[src/rtl/drpe_pkg.sv]
// shared types and constants of the diagonal region pixel effects block
package drpe_pkg;

  localparam int HIST_BINS_DEF = 8;
  localparam int MAX_DIM_DEF = 4096;
  localparam int FRAME_COLS_RESET = 512;
  localparam int QUEUE_DEPTH = 2;

  localparam int CNT_W = 25;
  localparam logic [CNT_W-1:0] COUNT_MAX = {CNT_W{1'b1}};
  localparam int BIN_IDX_W = 3;
  localparam int PIX_W = 8;

  // x/3 as (x * 683) >> 11, exact for x below 1024
  localparam int RECIP3 = 683;
  localparam int RECIP_SHIFT = 11;

  localparam logic KIND_PIXEL = 1'b0;
  localparam logic KIND_BINS = 1'b1;

  typedef enum logic [1:0] {
    REG_RIGHT  = 2'd0,
    REG_BOTTOM = 2'd1,
    REG_LEFT   = 2'd2,
    REG_TOP    = 2'd3
  } region_t;

  typedef struct packed {
    logic [PIX_W-1:0] blue;
    logic [PIX_W-1:0] green;
    logic [PIX_W-1:0] red;
    region_t          region;
    logic             frame_end;
  } pix_item_t;

endpackage

[src/rtl/drpe_front.sv]
// front end: accepts pixels, finds lightness bin and region, applies the effect
module drpe_front
  import drpe_pkg::*;
#(
  parameter int HIST_BINS = HIST_BINS_DEF,
  parameter int MAX_DIM = MAX_DIM_DEF,
  localparam int COORD_W = $clog2(MAX_DIM),
  localparam int COLS_W = COORD_W + 1,
  localparam int BIN_W = (HIST_BINS > 1) ? $clog2(HIST_BINS) : 1
) (
  input  logic               in_valid,
  output logic               in_ready,
  input  logic [COORD_W-1:0] in_pixel_col,
  input  logic [COORD_W-1:0] in_pixel_row,
  input  logic [PIX_W-1:0]   in_blue,
  input  logic [PIX_W-1:0]   in_green,
  input  logic [PIX_W-1:0]   in_red,
  input  logic               in_frame_end,
  input  logic [COLS_W-1:0]  frame_cols,
  input  logic               q_full,
  output logic               q_push,
  output pix_item_t          q_item,
  output logic [BIN_W-1:0]   q_bin
);

  localparam int BIN_WIDTH = 256 / HIST_BINS;
  localparam int BOTTOM_ADD = 80;
  localparam int TOP_SUB = 180;
  localparam int TOP_LOW = 90;
  localparam int TOP_HIGH = 218;

  typedef logic [BIN_W-1:0] bin_lut_t [256];

  function automatic bin_lut_t build_lut();
    bin_lut_t lut;
    int       v;
    for (int i = 0; i < 256; i++) begin
      v = i / BIN_WIDTH;
      if (v > HIST_BINS - 1) v = HIST_BINS - 1;
      lut[i] = BIN_W'(v);
    end
    return lut;
  endfunction

  localparam bin_lut_t BIN_LUT = build_lut();

  function automatic logic [PIX_W-1:0] fx_bottom(input logic [PIX_W-1:0] p);
    logic [PIX_W:0] t;
    t = {1'b0, p} + (PIX_W+1)'(BOTTOM_ADD);
    return t[PIX_W] ? {PIX_W{1'b1}} : t[PIX_W-1:0];
  endfunction

  function automatic logic [PIX_W-1:0] fx_top(input logic [PIX_W-1:0] p);
    logic [PIX_W:0] t;
    t = {p, 1'b0} - (PIX_W+1)'(TOP_SUB);
    if (p < PIX_W'(TOP_LOW)) return '0;
    else if (p >= PIX_W'(TOP_HIGH)) return {PIX_W{1'b1}};
    else return t[PIX_W-1:0];
  endfunction

  logic [9:0]          sum_bgr;
  logic [19:0]         light_prod;
  logic [PIX_W-1:0]    lightness;
  logic signed [10:0]  left_diff;
  logic [8:0]          left_inc;
  logic [19:0]         left_prod;
  logic [PIX_W-1:0]    left_val;
  logic [COLS_W-1:0]   diag_sum;
  logic                past_anti;
  logic                right_of_diag;

  assign in_ready = !q_full;
  assign q_push = in_valid && !q_full;

  assign sum_bgr = 10'(in_blue) + 10'(in_green) + 10'(in_red);
  assign light_prod = 20'(sum_bgr) * 20'(RECIP3);
  assign lightness = light_prod[RECIP_SHIFT +: PIX_W];
  assign q_bin = BIN_LUT[lightness];

  // 3r - s = 2r - b - g, rounded third of it
  assign left_diff = $signed({2'b00, in_red, 1'b0}) - $signed({3'b000, in_blue})
                     - $signed({3'b000, in_green});
  assign left_inc = left_diff[8:0] + 9'd1;
  assign left_prod = 20'(left_inc) * 20'(RECIP3);
  assign left_val = left_diff[10] ? '0 : left_prod[RECIP_SHIFT +: PIX_W];

  // w - y < x  is  w < x + y
  assign diag_sum = COLS_W'(in_pixel_col) + COLS_W'(in_pixel_row);
  assign past_anti = frame_cols < diag_sum;
  assign right_of_diag = in_pixel_col >= in_pixel_row;

  always_comb begin
    q_item.frame_end = in_frame_end;
    if (right_of_diag && past_anti) begin
      q_item.region = REG_RIGHT;
      q_item.blue = in_blue;
      q_item.green = in_green;
      q_item.red = in_red;
    end else if (past_anti) begin
      q_item.region = REG_BOTTOM;
      q_item.blue = fx_bottom(in_blue);
      q_item.green = fx_bottom(in_green);
      q_item.red = fx_bottom(in_red);
    end else if (!right_of_diag) begin
      q_item.region = REG_LEFT;
      q_item.blue = left_val;
      q_item.green = left_val;
      q_item.red = left_val;
    end else begin
      q_item.region = REG_TOP;
      q_item.blue = fx_top(in_blue);
      q_item.green = fx_top(in_green);
      q_item.red = fx_top(in_red);
    end
  end

endmodule

[src/rtl/drpe_fifo.sv]
// short queue between front end and histogram back end
module drpe_fifo
  import drpe_pkg::*;
#(
  parameter int WIDTH = 8,
  parameter int DEPTH = QUEUE_DEPTH,
  localparam int PTR_W = (DEPTH > 1) ? $clog2(DEPTH) : 1,
  localparam int CNT_QW = $clog2(DEPTH + 1)
) (
  input  logic             clk,
  input  logic             rst_n,
  input  logic             push,
  input  logic [WIDTH-1:0] wdata,
  input  logic             pop,
  output logic [WIDTH-1:0] rdata,
  output logic             empty,
  output logic             full
);

  logic [WIDTH-1:0]  mem_r [DEPTH];
  logic [PTR_W-1:0]  wr_ptr_r;
  logic [PTR_W-1:0]  rd_ptr_r;
  logic [CNT_QW-1:0] count_r;

  assign empty = count_r == '0;
  assign full = count_r == CNT_QW'(DEPTH);
  assign rdata = mem_r[rd_ptr_r];

  always_ff @(posedge clk) begin
    if (push) mem_r[wr_ptr_r] <= wdata;
  end

  always_ff @(posedge clk) begin
    if (!rst_n) begin
      wr_ptr_r <= '0;
      rd_ptr_r <= '0;
      count_r <= '0;
    end else begin
      if (push) wr_ptr_r <= (wr_ptr_r == PTR_W'(DEPTH - 1)) ? '0 : wr_ptr_r + 1'b1;
      if (pop) rd_ptr_r <= (rd_ptr_r == PTR_W'(DEPTH - 1)) ? '0 : rd_ptr_r + 1'b1;
      if (push && !pop) count_r <= count_r + 1'b1;
      else if (pop && !push) count_r <= count_r - 1'b1;
    end
  end

`ifndef SYNTHESIS
  a_no_overflow: assert property (@(posedge clk) disable iff (!rst_n)
    full |-> !push) else $error("push into full queue");
  a_no_underflow: assert property (@(posedge clk) disable iff (!rst_n)
    empty |-> !pop) else $error("pop from empty queue");
  a_count_range: assert property (@(posedge clk) disable iff (!rst_n)
    count_r <= CNT_QW'(DEPTH)) else $error("queue count out of range");
`endif

endmodule

[src/rtl/drpe_back.sv]
// back end: histogram update, frame end readout and output register
module drpe_back
  import drpe_pkg::*;
#(
  parameter int HIST_BINS = HIST_BINS_DEF,
  localparam int BIN_W = (HIST_BINS > 1) ? $clog2(HIST_BINS) : 1
) (
  input  logic                  clk,
  input  logic                  rst_n,
  input  logic                  q_empty,
  input  pix_item_t             q_item,
  input  logic [BIN_W-1:0]      q_bin,
  output logic                  q_pop,
  output logic                  out_valid,
  input  logic                  out_ready,
  output logic                  out_result_kind,
  output logic [PIX_W-1:0]      out_blue,
  output logic [PIX_W-1:0]      out_green,
  output logic [PIX_W-1:0]      out_red,
  output logic [1:0]            out_region,
  output logic [BIN_IDX_W-1:0]  out_bin_index,
  output logic [CNT_W-1:0]      out_bin_count,
  output logic [CNT_W-1:0]      out_pixel_total,
  output logic                  out_last_of_run
);

  typedef enum logic [1:0] {
    ST_RUN,
    ST_READ,
    ST_DRAIN
  } state_t;

  localparam logic [BIN_W-1:0] LAST_BIN = BIN_W'(HIST_BINS - 1);

  state_t state_r, state_nxt;
  logic [BIN_W-1:0] rd_idx_r, rd_idx_nxt;

  // bin counts; an entry without its valid bit reads as zero
  logic [CNT_W-1:0]     bin_mem [HIST_BINS];
  logic [HIST_BINS-1:0] bin_vld_r;
  logic [CNT_W-1:0]     rd_data_r;
  logic                 rd_vld_r;
  logic [BIN_W-1:0]     rd_addr;

  logic             fwd_vld_r;
  logic [BIN_W-1:0] fwd_addr_r;
  logic [CNT_W-1:0] fwd_val_r;
  logic [CNT_W-1:0] pix_cnt_r;

  logic             s1_vld_r;
  logic             s1_kind_r;
  pix_item_t        s1_item_r;
  logic [BIN_W-1:0] s1_addr_r;
  logic             s1_last_r;

  logic                 out_vld_r;
  logic                 out_kind_r;
  logic [PIX_W-1:0]     out_blue_r;
  logic [PIX_W-1:0]     out_green_r;
  logic [PIX_W-1:0]     out_red_r;
  logic [1:0]           out_region_r;
  logic [BIN_IDX_W-1:0] out_bin_index_r;
  logic [CNT_W-1:0]     out_bin_count_r;
  logic [CNT_W-1:0]     out_pixel_total_r;
  logic                 out_last_r;

  logic             out_free;
  logic             adv;
  logic             feed_pix;
  logic             feed_rep;
  logic             wr_en;
  logic             clr;
  logic [CNT_W-1:0] cnt_cur;
  logic [CNT_W-1:0] cnt_inc;
  logic [CNT_W-1:0] pix_cnt_inc;
  logic [7:0]       s1_addr_ext;

  assign out_free = !out_vld_r || out_ready;
  assign adv = !s1_vld_r || out_free;
  assign feed_pix = adv && (state_r == ST_RUN) && !q_empty;
  assign feed_rep = adv && (state_r == ST_READ);
  assign q_pop = feed_pix;
  assign clr = adv && (state_r == ST_DRAIN);

  // a stalled stage re-reads its own bin so the registered data stays current
  assign rd_addr = !adv ? s1_addr_r : ((state_r == ST_READ) ? rd_idx_r : q_bin);

  // bypass the write made at the previous edge
  assign cnt_cur = (fwd_vld_r && fwd_addr_r == s1_addr_r) ? fwd_val_r :
                   (rd_vld_r ? rd_data_r : '0);
  assign cnt_inc = (cnt_cur == COUNT_MAX) ? cnt_cur : cnt_cur + 1'b1;
  assign pix_cnt_inc = (pix_cnt_r == COUNT_MAX) ? pix_cnt_r : pix_cnt_r + 1'b1;
  assign wr_en = adv && s1_vld_r && (s1_kind_r == KIND_PIXEL);
  assign s1_addr_ext = 8'(s1_addr_r);

  always_comb begin
    state_nxt = state_r;
    rd_idx_nxt = rd_idx_r;
    unique case (state_r)
      ST_RUN: begin
        if (feed_pix && q_item.frame_end) begin
          state_nxt = ST_READ;
          rd_idx_nxt = '0;
        end
      end
      ST_READ: begin
        if (feed_rep) begin
          if (rd_idx_r == LAST_BIN) state_nxt = ST_DRAIN;
          else rd_idx_nxt = rd_idx_r + 1'b1;
        end
      end
      ST_DRAIN: begin
        if (adv) state_nxt = ST_RUN;
      end
      default: state_nxt = ST_RUN;
    endcase
  end

  always_ff @(posedge clk) begin
    if (wr_en) bin_mem[s1_addr_r] <= cnt_inc;
    rd_data_r <= bin_mem[rd_addr];
    rd_vld_r <= bin_vld_r[rd_addr];
  end

  always_ff @(posedge clk) begin
    if (!rst_n) begin
      state_r <= ST_RUN;
      rd_idx_r <= '0;
      bin_vld_r <= '0;
      pix_cnt_r <= '0;
      fwd_vld_r <= 1'b0;
      s1_vld_r <= 1'b0;
      out_vld_r <= 1'b0;
    end else begin
      state_r <= state_nxt;
      rd_idx_r <= rd_idx_nxt;
      fwd_vld_r <= wr_en;
      if (clr) begin
        bin_vld_r <= '0;
        pix_cnt_r <= '0;
      end else if (wr_en) begin
        bin_vld_r[s1_addr_r] <= 1'b1;
        pix_cnt_r <= pix_cnt_inc;
      end
      if (adv) s1_vld_r <= feed_pix || feed_rep;
      if (out_free) out_vld_r <= s1_vld_r;
    end
  end

  always_ff @(posedge clk) begin
    fwd_addr_r <= s1_addr_r;
    fwd_val_r <= cnt_inc;
    if (adv) begin
      s1_kind_r <= feed_rep ? KIND_BINS : KIND_PIXEL;
      s1_item_r <= q_item;
      s1_addr_r <= feed_rep ? rd_idx_r : q_bin;
      s1_last_r <= feed_rep && (rd_idx_r == LAST_BIN);
    end
    if (out_free) begin
      out_kind_r <= s1_kind_r;
      if (s1_kind_r == KIND_PIXEL) begin
        out_blue_r <= s1_item_r.blue;
        out_green_r <= s1_item_r.green;
        out_red_r <= s1_item_r.red;
        out_region_r <= s1_item_r.region;
        out_bin_index_r <= '0;
        out_bin_count_r <= '0;
        out_pixel_total_r <= '0;
        out_last_r <= !s1_item_r.frame_end;
      end else begin
        out_blue_r <= '0;
        out_green_r <= '0;
        out_red_r <= '0;
        out_region_r <= REG_RIGHT;
        out_bin_index_r <= s1_addr_ext[BIN_IDX_W-1:0];
        out_bin_count_r <= cnt_cur;
        out_pixel_total_r <= pix_cnt_r;
        out_last_r <= s1_last_r;
      end
    end
  end

  assign out_valid = out_vld_r;
  assign out_result_kind = out_kind_r;
  assign out_blue = out_blue_r;
  assign out_green = out_green_r;
  assign out_red = out_red_r;
  assign out_region = out_region_r;
  assign out_bin_index = out_bin_index_r;
  assign out_bin_count = out_bin_count_r;
  assign out_pixel_total = out_pixel_total_r;
  assign out_last_of_run = out_last_r;

`ifndef SYNTHESIS
  a_clear_zeroes_total: assert property (@(posedge clk) disable iff (!rst_n)
    clr |=> pix_cnt_r == '0) else $error("pixel total not cleared after readout");
  a_last_report_drains: assert property (@(posedge clk) disable iff (!rst_n)
    (s1_vld_r && s1_kind_r == KIND_BINS && s1_last_r) |-> state_r == ST_DRAIN)
    else $error("last bin report staged outside drain");
  a_no_pop_in_readout: assert property (@(posedge clk) disable iff (!rst_n)
    (state_r == ST_READ || state_r == ST_DRAIN) |-> !q_pop)
    else $error("pixel taken during readout");
  a_no_update_on_report: assert property (@(posedge clk) disable iff (!rst_n)
    (s1_vld_r && s1_kind_r == KIND_BINS) |-> !wr_en)
    else $error("bin written by a report beat");
`endif

endmodule

[src/rtl/diagonal_region_pixel_effects_hist.sv]
// Diagonal region pixel effects with lightness histogram. Each accepted pixel
// gives one modified pixel; a pixel marked as frame end gives the modified
// pixel followed by one report per histogram bin (HIST_BINS reports), after
// which the bins and the pixel total restart from zero. Pixels are taken one
// per clock while out_ready holds and no readout runs, each through the queue,
// the s1 stage and the output register. The readout sends one report per
// clock while out_ready holds, then clears the bins in a drain state; the bin
// counts live in a registered-read memory and are updated read-modify-write.
// frame_cols may be rewritten at any time the block is idle and resets to 512.
module diagonal_region_pixel_effects_hist
  import drpe_pkg::*;
#(
  parameter int HIST_BINS = HIST_BINS_DEF,
  parameter int MAX_DIM = MAX_DIM_DEF,
  localparam int COORD_W = $clog2(MAX_DIM),
  localparam int COLS_W = COORD_W + 1,
  localparam int BIN_W = (HIST_BINS > 1) ? $clog2(HIST_BINS) : 1
) (
  input  logic                 clk,
  input  logic                 rst_n,
  input  logic                 cfg_valid,
  output logic                 cfg_ready,
  input  logic [COLS_W-1:0]    cfg_frame_cols,
  input  logic                 in_valid,
  output logic                 in_ready,
  input  logic [COORD_W-1:0]   in_pixel_col,
  input  logic [COORD_W-1:0]   in_pixel_row,
  input  logic [PIX_W-1:0]     in_blue,
  input  logic [PIX_W-1:0]     in_green,
  input  logic [PIX_W-1:0]     in_red,
  input  logic                 in_frame_end,
  output logic                 out_valid,
  input  logic                 out_ready,
  output logic                 out_result_kind,
  output logic [PIX_W-1:0]     out_blue,
  output logic [PIX_W-1:0]     out_green,
  output logic [PIX_W-1:0]     out_red,
  output logic [1:0]           out_region,
  output logic [BIN_IDX_W-1:0] out_bin_index,
  output logic [CNT_W-1:0]     out_bin_count,
  output logic [CNT_W-1:0]     out_pixel_total,
  output logic                 out_last_of_run
);

  localparam int ITEM_W = $bits(pix_item_t);
  localparam int ENTRY_W = ITEM_W + BIN_W;

  logic [COLS_W-1:0]  frame_cols_r;
  logic               q_push;
  logic               q_pop;
  logic               q_empty;
  logic               q_full;
  pix_item_t          f_item;
  logic [BIN_W-1:0]   f_bin;
  logic [ENTRY_W-1:0] q_rdata;
  pix_item_t          b_item;
  logic [BIN_W-1:0]   b_bin;

  assign cfg_ready = 1'b1;

  always_ff @(posedge clk) begin
    if (!rst_n) begin
      frame_cols_r <= COLS_W'(FRAME_COLS_RESET);
    end else if (cfg_valid) begin
      frame_cols_r <= cfg_frame_cols;
    end
  end

  drpe_front #(
    .HIST_BINS(HIST_BINS),
    .MAX_DIM  (MAX_DIM)
  ) u_front (
    .in_valid    (in_valid),
    .in_ready    (in_ready),
    .in_pixel_col(in_pixel_col),
    .in_pixel_row(in_pixel_row),
    .in_blue     (in_blue),
    .in_green    (in_green),
    .in_red      (in_red),
    .in_frame_end(in_frame_end),
    .frame_cols  (frame_cols_r),
    .q_full      (q_full),
    .q_push      (q_push),
    .q_item      (f_item),
    .q_bin       (f_bin)
  );

  drpe_fifo #(
    .WIDTH(ENTRY_W),
    .DEPTH(QUEUE_DEPTH)
  ) u_fifo (
    .clk  (clk),
    .rst_n(rst_n),
    .push (q_push),
    .wdata({f_bin, f_item}),
    .pop  (q_pop),
    .rdata(q_rdata),
    .empty(q_empty),
    .full (q_full)
  );

  assign b_item = pix_item_t'(q_rdata[ITEM_W-1:0]);
  assign b_bin = q_rdata[ENTRY_W-1 -: BIN_W];

  drpe_back #(
    .HIST_BINS(HIST_BINS)
  ) u_back (
    .clk            (clk),
    .rst_n          (rst_n),
    .q_empty        (q_empty),
    .q_item         (b_item),
    .q_bin          (b_bin),
    .q_pop          (q_pop),
    .out_valid      (out_valid),
    .out_ready      (out_ready),
    .out_result_kind(out_result_kind),
    .out_blue       (out_blue),
    .out_green      (out_green),
    .out_red        (out_red),
    .out_region     (out_region),
    .out_bin_index  (out_bin_index),
    .out_bin_count  (out_bin_count),
    .out_pixel_total(out_pixel_total),
    .out_last_of_run(out_last_of_run)
  );

endmodule
[config.mk]
export PLATFORM = sky130hd
export DESIGN_NAME = diagonal_region_pixel_effects_hist
export DESIGN_NICKNAME = d
export VERILOG_FILES = /design/src/rtl/drpe_pkg.sv /design/src/rtl/drpe_front.sv /design/src/rtl/drpe_fifo.sv /design/src/rtl/drpe_back.sv /design/src/rtl/diagonal_region_pixel_effects_hist.sv
export SDC_FILE = /design/constraint.sdc
export NUM_CORES = 1
export LEC_CHECK = 0
export ABC_AREA = 1
export CAP_MARGIN = 20
export CORE_ASPECT_RATIO = 0.6
export CORE_UTILIZATION = 36
export DETAILED_ROUTE_END_ITERATION = 8
export DONT_BUFFER_PORTS = 1
export GPL_TIMING_DRIVEN = 0
export SYNTH_ARGS = -nofsm -noshare
export SYNTH_HDL_FRONTEND = slang
export SYNTH_HIERARCHICAL = 1
export SYNTH_SLANG_ARGS = --single-unit
[constraint.sdc]
create_clock -name clk -period 6.52 [get_ports clk]
set_clock_uncertainty 0.2 [all_clocks]
set_input_delay 0.978 -clock clk [delete_from_list [all_inputs] [get_ports clk]]
set_output_delay 0.978 -clock clk [all_outputs]
set_load 0.01 [all_outputs]
==> flow_summary.yaml <==
outcome:
  status: "completed"
worst_setup_path:
  crit_start: "in_blue[2]"
  critPathMaxStageDelay_ns: 0.55
  crit_type: "in -> reg"
  crit_path_end: "u_fifo/mem_r[1][15]$_DFFE_PP_"
  end_kind: "flop"
  worstSetupStartpointType: "input pin"
  cp_slowest_cell: "fa_1"
  arrival_ns: 6.63
  r2r_slack_ns: 2.31
  critPathRequiredTime_ns: 6.64
  rr_worst_depth: 12
  critPathMaxFanout: 5
  r2r_end: "u_back/rd_data_r[0]$_DFF_P_"
  cpMostUsedCell: "inv_2"
  reg2reg_from: "u_back/out_valid$_SDFFE_PN0P_"
finish:
  final-seq-area_sq_um: 13500
  multi_input_area_sq_um: 12700
  drive_gt1_share_pct: 15.5
  nFillCells: 7292
  area_growth_pct: 14.3
  finalNonFillerCells: 4074
  utilization_pct: 41.6
  nets: 3331
placement:
  hpwl_um: 56600
  place_congestion: 0.949
  port_buffers: 0
  place_inst: 3961
global_routing:
  grt_usage_pct: 18.9
  grt_max_degree: 54
  grt_pass1_vias: 18500
  overflow: 0
  antenna_found_initial: 1
  grt_pass1_wl_um: 113000
route:
  antenna_left: 0
  finalWirelength_um: 74500
  dr.pass1.iters: 6
  drc: 0
  wl_per_cell_um: 18.3
  wl_met2_um: 26900
  drt-met1-wl_um: 40400
  post_drt_via_cell_ratio: 4.97
  via_count: 20200
  highest_layer: "met4"
  drt_iter0_markers: 1986
  wl_met3_um: 6490
floorplanning:
  initial_utilization_pct: 36.4
  fp-row-count: 78
  die-area_sq_um: 77600
  die_h_um: 216
  die_w_um: 359
  coreArea_sq_um: 75600
  pin_count: 151
synthesis:
  synth.area.top_cells: "edfxtp_1 41%, nand2_1 8.7%, dfxtp_1 8.2%, ha_1 8.0%, inv_1 6.0%"
  synth_fp_nets: 3252
  async_flop_share_pct: 0
  yosysMostFrequentCell: "nand2_1"
  yosys_register_bits: 486
  yosysSeqAreaShare_pct: 48.9
  synth_area_leader_cell: "edfxtp_1"
  synth_area_sq_um: 27500
  avgSynthCellArea_sq_um: 9.31
  synth_top_area_share_pct: 40.7
  synth_cells: 2956
  yosys.cell_types.count: 54
  synth_top_flop_cell: "edfxtp_1"
  ys_warn_count: 6
  synth_enable_flop_cells: 373
  synth_common_cells: "636 x nand2_1, 438 x inv_1, 373 x edfxtp_1"
clock_tree:
  clkSinkCount: 486
  clock_path_buffers: 3
  path_clk_slew_ns: 0.06
  cts_tree: "built"
  cts_made_buffers: 47
  clk_latency_ns: 0.61
  cts_max_level: 2
  cts-root-buf: "clkbuf_16"
timing:
  period_minus_slack_ns: 6.51
  fin_hold_ws_ns: 0.267
  max_freq_mhz: 154
  hold_viol_final: 0
  setup_viol: 0
  relSlewSlack_pct: 25.8
  rsz0062_at_grt: "yes"
  drv_slew: 0
  worstMarginPinSlew_ns: 1.11
  tns_ns: 0
  period_share_pct: 99.9
worst_hold_path:
  hold_class: "reg -> reg"
  hp-start: "u_back/bin_vld_r[4]$_SDFFE_PP0P_"
flow_run:
  max_cap_viol_count: 0
-- worst max-delay path: cells and delay by family --
kind / cells / cell delay (ns)
adder cells (fa/ha/maj): 7 / 2.68
buffers and inverters: 9 / 0.59
XOR/XNOR: 2 / 0.38
AND/OR/NAND/NOR: 11 / 1.33
AO/OA/AOI/OAI: 4 / 0.66
-- state kept, by name, indices dropped and copies added (netlist names), 13 cells and up, named ones only --
| name | flops |
|---|---|
| u_back/out_pixel_total | 25 |
| u_back/rd_data_r | 25 |
| u_back/bin_mem | 200 |
| u_back/pix_cnt_r | 25 |
| u_back/out_bin_count | 25 |
| u_fifo/mem_r | 60 |
| u_back/fwd_val_r | 25 |
| u_back/s1_item_r | 27 |
| frame_cols_r | 13 |
-- cells by family (layout without fill, tap and decap cells) --
family                     count (synthesis)  after routing  synth area share, %
and+or+nand+nor                         1235           1235                 19.8
buffers and inverters                    543            660                 8.03
DFF                                      486            486                 48.9
AOI/OAI and AO/OA                        369            369                 7.73
adders and majority gates                229            229                 11.9
xor gates and xnor gates                  63             63                 2.06
muxes                                     30             30                 1.64
other                                      1              2               0.0136
-- cell usage in the layout, fill, tap and decap left out, types with 50 or more instances in the layout --
master,count
nand2_1,587
fa_1,50
nand2_2,55
nor2_1,242
dfxtp_1,113
edfxtp_1,373
o21ai_0,127
o211ai_1,81
or2_2,75
inv_1,415
clkbuf_1,59
ha_1,159
a21oi_1,84
nand3_1,114
-- per-stage QoR --
stage,area (sq um),setup slack [ns]
2_1_floorplan,27700,-0.119
3_3_place_gp,29000,-0.988
3_5_place_dp,29200,-1.08
4_1_cts,30900,0.00141
5_1_grt,31500,-0.228
6_report,31500,0.00854
-- how the worst min path moves through the flow --
stage                     slack, ns  cells after the start                                to
after floorplan                0.23                      0      u_back/fwd_addr_r[0]$_DFF_P_
after global placement         0.25                      2  u_back/bin_vld_r[0]$_SDFFE_PP0P_
after detailed placement       0.26                      2  u_back/bin_vld_r[4]$_SDFFE_PP0P_
after CTS                      0.27                      2     frame_cols_r[12]$_SDFFE_PN0P_
after global routing           0.29                      2      frame_cols_r[0]$_SDFFE_PN0P_
final                          0.27                      2  u_back/bin_vld_r[4]$_SDFFE_PP0P_
-- layout make-up --
cell class	instances	share of cell area [%]
antenna	1	0.00795
buffer	90	1.66
clock buffer	64	4.04
clock inverter	23	0.891
inverter	453	5.46
multi-input combinational	1927	40.3
sequential	486	42.8
tap	1000	3.98
timing repair buffer	30	0.915
-- repair_timing --
item / in CTS / in global routing
gates resized for setup: 20 / 122
endpoints found under the setup margin: 48 / 54
hold buffers: 0 / 0
endpoints found under the hold margin: 0 / 0
setup buffers: 6 / 19
pin swaps: 9 / 63
-- routing by layer --
metal / global-route usage, % / up-vias
met5: 0 / -
met4: 2.80 / 0
met3: 4.14 / 57
met2: 23.6 / 693
met1: 32.1 / 9602
li1: - / 9880
Power is not shown: default switching activity piles up to over one toggle a cycle in this logic, so the estimate is an artifact.
